--- config.mk ---
export PLATFORM = sky130hd
export DESIGN_NAME = stable_priority_queue_unit_flat
export DESIGN_NICKNAME = d
export VERILOG_FILES = /design/src/sv/spq_pkg.sv /design/src/sv/spq_stream_if.sv /design/src/sv/spq_cell.sv /design/src/sv/stable_priority_queue_unit.sv /design/src/flat_wrapper.sv
export SDC_FILE = /design/constraint.sdc
export NUM_CORES = 2
export LEC_CHECK = 0
export BUFFER_PORTS_ARGS = -buffer_cell sky130_fd_sc_hd__buf_2
export CORE_MARGIN = 4
export CORE_UTILIZATION = 65
export DETAILED_ROUTE_END_ITERATION = 6
export PLACE_DENSITY = 0.93
export SYNTH_ARGS = -nofsm -noshare
export SYNTH_HDL_FRONTEND = slang
export SYNTH_SLANG_ARGS = --single-unit
--- constraint.sdc ---
create_clock -name clk -period 9.5 [get_ports clk]
set_input_delay 1.425 -clock clk [delete_from_list [all_inputs] [get_ports clk]]
set_output_delay 1.425 -clock clk [all_outputs]
set_load 0.03 [all_outputs]
--- src/sv/spq_pkg.sv ---
`default_nettype none
package spq_pkg;

  localparam int CAPACITY_DEF = 16;

  localparam logic ACT_INSERT = 1'b0;
  localparam logic ACT_PULL   = 1'b1;

  typedef logic signed [15:0] prio_t;
  typedef logic signed [31:0] val_t;

  typedef struct packed {
    prio_t prio;
    val_t  value;
  } entry_t;

  typedef struct packed {
    logic  action;
    prio_t priority_req;
    val_t  value;
  } in_item_t;

  typedef struct packed {
    val_t pulled_value;
    logic pull_ok;
    logic insert_dropped;
    logic queue_empty;
  } out_item_t;

  // Broadcast from the top level to every cell.
  typedef struct packed {
    logic   ins;
    logic   pull;
    entry_t new_e;
  } cell_ctrl_t;

endpackage
`default_nettype wire

--- src/sv/spq_stream_if.sv ---
`default_nettype none
interface spq_stream_if #(
  parameter type T = logic
);
  logic valid;
  logic ready;
  T     data;

  modport source (output valid, output data, input ready);
  modport sink   (input valid, input data, output ready);
endinterface
`default_nettype wire

--- src/sv/spq_cell.sv ---
`default_nettype none
module spq_cell #(
  parameter int CNT_W = 5,
  parameter int IDX   = 0
) (
  input  wire logic               clk,
  input  wire spq_pkg::cell_ctrl_t ctrl,
  input  wire logic [CNT_W-1:0]   count,
  input  wire spq_pkg::entry_t    left_e,
  input  wire logic               left_shift,
  input  wire spq_pkg::entry_t    right_e,
  output spq_pkg::entry_t         entry_r,
  output logic                    shift
);

  spq_pkg::entry_t entry_nxt;
  logic            occ;
  logic            gt;

  assign occ   = count > CNT_W'(IDX);
  assign gt    = occ && ($signed(ctrl.new_e.prio) > $signed(entry_r.prio));
  // Push the held entry one place down when the new one outranks it.
  assign shift = ctrl.ins && gt;

  always_comb begin
    entry_nxt = entry_r;
    if (ctrl.pull) begin
      entry_nxt = right_e;
    end else if (ctrl.ins) begin
      if (left_shift) begin
        entry_nxt = left_e;
      end else if (gt || !occ) begin
        entry_nxt = ctrl.new_e;
      end
    end
  end

  always_ff @(posedge clk) begin
    entry_r <= entry_nxt;
  end

endmodule
`default_nettype wire

--- src/sv/stable_priority_queue_unit.sv ---
// Stable priority queue built as a row of compare-and-shift cells.
// in_ch carries an action (insert or pull), a signed 16-bit priority and a
// signed 32-bit value; out_ch returns one item per input item: the pulled
// value, pull_ok, insert_dropped and queue_empty after the step.
// Cells hold entries in service order, highest priority first; an insert
// lands behind every entry of equal or higher priority, so ties leave in
// arrival order. Every cell compares the new priority against its own entry
// in the same cycle and the cells below the landing point shift down one
// place; a pull shifts the whole row up one place.
// The result is registered in the output register as the input is accepted.
// Throughput: one item per cycle while the receiver keeps up, set by the cell
// update and the one-deep output register.
// When the receiver stalls, the result holds in the output register and
// in_ch.ready drops until the result is taken.
// Reset clears the entry count and the output valid flag; cell contents are
// left as they are and read only after they were written.
// An insert into a full queue (CAPACITY entries) is dropped and flagged.
`default_nettype none
module stable_priority_queue_unit #(
  parameter int CAPACITY = spq_pkg::CAPACITY_DEF
) (
  input wire logic   clk,
  input wire logic   rst_n,
  spq_stream_if.sink   in_ch,
  spq_stream_if.source out_ch
);

  localparam int CNT_W = $clog2(CAPACITY + 1);

  spq_pkg::in_item_t   in_item;
  spq_pkg::out_item_t  out_item_r;
  spq_pkg::out_item_t  out_item_nxt;
  logic                out_valid_r;
  logic                out_valid_nxt;
  logic [CNT_W-1:0]    count_r;
  logic [CNT_W-1:0]    count_nxt;

  logic                accept;
  logic                is_ins;
  logic                is_pull;
  logic                full;
  spq_pkg::cell_ctrl_t ctrl;

  spq_pkg::entry_t     cell_e [CAPACITY];
  logic                cell_shift [CAPACITY];

  assign in_item = in_ch.data;

  // Take a new item whenever the output register is free or being drained.
  assign in_ch.ready = !out_valid_r || out_ch.ready;
  assign accept      = in_ch.valid && in_ch.ready;

  assign is_ins  = accept && (in_item.action == spq_pkg::ACT_INSERT);
  assign is_pull = accept && (in_item.action == spq_pkg::ACT_PULL);
  assign full    = count_r == CNT_W'(CAPACITY);

  assign ctrl.ins         = is_ins && !full;
  assign ctrl.pull        = is_pull && (count_r != '0);
  assign ctrl.new_e.prio  = in_item.priority_req;
  assign ctrl.new_e.value = in_item.value;

  // Row of cells: head at index 0, each cell sees both neighbors.
  for (genvar i = 0; i < CAPACITY; i++) begin : g_cell
    spq_pkg::entry_t left_e;
    logic            left_shift;
    spq_pkg::entry_t right_e;

    if (i == 0) begin : g_head
      assign left_e     = ctrl.new_e;
      assign left_shift = 1'b0;
    end else begin : g_body
      assign left_e     = cell_e[i-1];
      assign left_shift = cell_shift[i-1];
    end

    if (i == CAPACITY - 1) begin : g_tail
      assign right_e = cell_e[i];
    end else begin : g_next
      assign right_e = cell_e[i+1];
    end

    spq_cell #(
      .CNT_W (CNT_W),
      .IDX   (i)
    ) u_cell (
      .clk        (clk),
      .ctrl       (ctrl),
      .count      (count_r),
      .left_e     (left_e),
      .left_shift (left_shift),
      .right_e    (right_e),
      .entry_r    (cell_e[i]),
      .shift      (cell_shift[i])
    );
  end

  always_comb begin
    count_nxt = count_r;
    if (ctrl.ins) begin
      count_nxt = count_r + CNT_W'(1);
    end else if (ctrl.pull) begin
      count_nxt = count_r - CNT_W'(1);
    end
  end

  // Build the result from the head cell before the row moves.
  always_comb begin
    out_item_nxt.pulled_value   = ctrl.pull ? cell_e[0].value : '0;
    out_item_nxt.pull_ok        = ctrl.pull;
    out_item_nxt.insert_dropped = is_ins && full;
    out_item_nxt.queue_empty    = count_nxt == '0;
  end

  always_comb begin
    out_valid_nxt = out_valid_r;
    if (accept) begin
      out_valid_nxt = 1'b1;
    end else if (out_ch.ready) begin
      out_valid_nxt = 1'b0;
    end
  end

  always_ff @(posedge clk) begin
    if (!rst_n) begin
      count_r     <= '0;
      out_valid_r <= 1'b0;
    end else begin
      count_r     <= count_nxt;
      out_valid_r <= out_valid_nxt;
    end
  end

  // Hold the result until taken.
  always_ff @(posedge clk) begin
    if (accept) begin
      out_item_r <= out_item_nxt;
    end
  end

  assign out_ch.valid = out_valid_r;
  assign out_ch.data  = out_item_r;

endmodule
`default_nettype wire

--- src/flat_wrapper.sv ---
// flat-port wrapper written by rule: the top's interface ports become plain ports
module stable_priority_queue_unit_flat 
#(
  parameter int CAPACITY = spq_pkg::CAPACITY_DEF
)
  (clk, rst_n, in_ch_valid, in_ch_data, in_ch_ready, out_ch_valid, out_ch_data, out_ch_ready);
  spq_stream_if #(.T(spq_pkg::in_item_t)) in_ch_i ();
  spq_stream_if #(.T(spq_pkg::out_item_t)) out_ch_i ();
  input wire logic clk;
  input wire logic rst_n;
  input wire logic [$bits(in_ch_i.valid)-1:0] in_ch_valid;
  input wire logic [$bits(in_ch_i.data)-1:0] in_ch_data;
  output wire logic [$bits(in_ch_i.ready)-1:0] in_ch_ready;
  output wire logic [$bits(out_ch_i.valid)-1:0] out_ch_valid;
  output wire logic [$bits(out_ch_i.data)-1:0] out_ch_data;
  input wire logic [$bits(out_ch_i.ready)-1:0] out_ch_ready;
  assign in_ch_i.valid = in_ch_valid;
  assign in_ch_i.data = in_ch_data;
  assign in_ch_ready = in_ch_i.ready;
  assign out_ch_valid = out_ch_i.valid;
  assign out_ch_data = out_ch_i.data;
  assign out_ch_i.ready = out_ch_ready;
  stable_priority_queue_unit #(.CAPACITY(CAPACITY)) u_core (.clk(clk), .rst_n(rst_n), .in_ch(in_ch_i), .out_ch(out_ch_i));
endmodule
==> flow_summary.ini <==
[drt]
drt_iter0_drc = 7030
via_per_inst = 7.635
drc_errors = 87
dr_total_vias = 35800
wirelength_um = 134800
first_pass_iters = 7
wire_per_inst_um = 28.75
ant_nets = 0

[clock_network]
ctsResizeCount = 0
cts.root.buffer_cell = clkbuf_16
htree_levels = 3
post-cts-setup-buffers = 0
clk_pin_slew_ns = 0.06
ctsHoldBuffers = 0
cts.sinks = 809
cts_buffer_depth = 3
clk_latency_ns = 0.66
cts_buffers = 82
cts_tree = yes

[sta]
fin_crit_ns = 5.696
max_slew_margin_pct = 16.24
fin_worst_skew_ns = 0.03082
worst_pin_slew_ns = 1.256
slew_viol_final = 0
rsz0062_at_grt = no
setup_violations = 0
hold_viol = 0
finalCritPeriodShare_pct = 59.96
max_freq_mhz = 175.6
setup_tns_ns = 0

[grt]
grt_overflow = 0
grt_usage_pct = 36.41
grt_pass1_wl_um = 202100
grt_pass1_vias = 35090
gr-max-usage-layer = met2
grt_util_met2_pct = 55.73
grt_max_degree = 189
antenna_found_initial = 1
use_met3_pct = 9.540
gr-usage-met1_pct = 47.05

[power_and_ir_drop]
power_mw = 10.89
power_density_nw_per_um2 = 229.6
ir_worst_vdd_v = 0.0001711
power.leakage_nw = 18.19

[logic_synthesis]
avgSynthCellArea_sq_um = 11.51
yosysSeqAreaShare_pct = 55.06
synth_cells = 3825
synth_nets = 4139
ys_ff_latch = 809
ys_warn_count = 0
yosysUniqueCellTypes = 81
synth_edf_count = 803
synth_area_sq_um = 44010
synth_ff_type = edfxtp_1
synthArstFlopShare_pct = 0

[flow_run]
maxCapViolations = 0

[critical_path]
critPathSlowestCell = buf_4
start_kind = primary input
slowest_delay_ns = 0.86
critPathCaptureType = register
crit_top_cell = buf_4
cp.required_ns = 9.77
startpoint = in_ch_data[42]
arrival_ns = 5.97
r2r-start = u_core.count_r[0]
cp_cell_sequence = buf_2 > ha_1 > nand4_1 > nor4_1 > a21boi_0 > o31ai_1 > nand3_4 > buf_4 > o21ai_0 > o31a_2 > buf_4
critical_path_class = primary input to register
r2r_setup_slack_ns = 4.36
cp_max_fo = 64

[place]
dp_hpwl_um = 79390
dp_cells = 4541
io_buffers = 89
globalplace.congestion = 1.020

[die]
fp.dieH_um = 268.2
die_w_um = 268.2
dieArea_sq_um = 71940
std_cell_rows = 95
start_util_pct = 65.54
coreArea_sq_um = 67160
ios = 90

[cells_and_area]
layout-drive-gt1-share_pct = 9.329
layout.cells.non_filler = 4689
final_cell_mix = 803 x edfxtp_1, 388 x o21ai_0, 387 x a22oi_1
syn_to_final_growth_pct = 7.801
layout.nets = 4066
num_antenna_cells = 0
final_common_cell = edfxtp_1

[min_path]
hp-class = register to register
worstHoldStart = u_core.g_cell[1].u_cell.entry_r[14]

[status]
violations = DRC
status = complete, but fails checks
[worst paths after layout]
path / cells past startpoint / endpoint
min reg2reg: 2 / u_core.g_cell[0].u_cell.entry_r[14]
max reg2reg: 9 / u_core.g_cell[2].u_cell.entry_r[36]
min: 2 / u_core.g_cell[0].u_cell.entry_r[14]
max: 11 / u_core.g_cell[7].u_cell.entry_r[28]
[cell families (layout without fill, tap and decap cells)]
family,after synthesis,in the layout,synth area share [%]
multiplexers,156,156,3.744
buffers and inverters,558,549,5.316
AO/OA/AOI/OAI,1403,1403,21.31
adder cells (fa/ha/maj),261,261,7.420
XOR/XNOR,10,10,0.1990
AND/OR/NAND/NOR,628,628,6.953
flip-flops,809,809,55.06
[metrics by stage]
| stage | cell area (sq um) | utilization [%] | worst slack [ns] | hold slack, ns |
|---|---|---|---|---|
| after detailed placement | 44890 | 66.84 | 3.457 | 0.5264 |
| final | 47450 | 70.65 | 3.804 | 0.5503 |
| after global routing | 47450 | 70.65 | 3.819 | 0.5677 |
| after global placement | 44890 | 66.84 | 3.584 | 0.5177 |
| after CTS | 47450 | 70.65 | 4.062 | 0.5494 |
| after floorplan | 44010 | - | 3.181 | 0.5107 |
[state kept, by name, summed over array words and instances, names as in the netlist]
signal and cells:
u_core.g_cell.u_cell.entry_r 768, u_core.out_ch.data 35, u_core.count_r 5, u_core.out_ch.valid 1
[power by group]
group	total, mW	internal, mW	leakage (nW)	switching, mW
Combinational	2.46	0.751	9.32	1.71
Sequential	5.23	4.82	7.63	0.406
Clock	3.21	1.76	1.24	1.44
[cell type report]
type,count,area [sq um]
flip-flops and latches,809,24230
fillers,4089,19710
multi-input cells,2458,17710
clock buffers,104,2166
well taps,873,1092
inverters,257,972.2
repair buffers,144,883.3
clock inverters,44,390.4
[layer usage]
layer | up-vias | part of all wire, %
met3 | 747 | 15
met1 | 16710 | 34
met5 | - | 0.0096
met4 | 2 | 6.9
li1 | 14630 | -
met2 | 3711 | 44
[critical path, delay by kind of cell]
| kind | cells | cell delay (ns) |
|---|---|---|
| AO/OA/AOI/OAI | 4 | 1.36 |
| adder cells (fa/ha/maj) | 1 | 0.28 |
| buffers and inverters | 3 | 1.79 |
| AND/OR/NAND/NOR | 3 | 1.03 |
[cells in the mapped netlist, drive strengths merged, types with 9 or more instances]
library cell | instances | area [sq um]
inv | 257 | 964.7
nor3 | 28 | 145.1
nor2 | 167 | 634.4
mux2i | 106 | 1081
nand2b | 13 | 81.33
a22o | 65 | 569.3
clkbuf | 165 | 619.3
nand2 | 166 | 623.1
o21a | 11 | 82.58
o21ai | 429 | 2162
buf | 136 | 755.7
a21boi | 9 | 71.31
a21o | 99 | 743.2
ha | 261 | 3266
and2 | 72 | 450.4
o211ai | 12 | 90.09
a22oi | 387 | 2905
mux2 | 50 | 566.8
nor2b | 15 | 93.84
o221ai | 46 | 402.9
nor4 | 12 | 90.09
nand4 | 56 | 362.8
nand3 | 68 | 340.3
a21oi | 205 | 1037
a221o | 82 | 820.8
edfxtp | 803 | 24110
(Power assumes the default switching activity.)
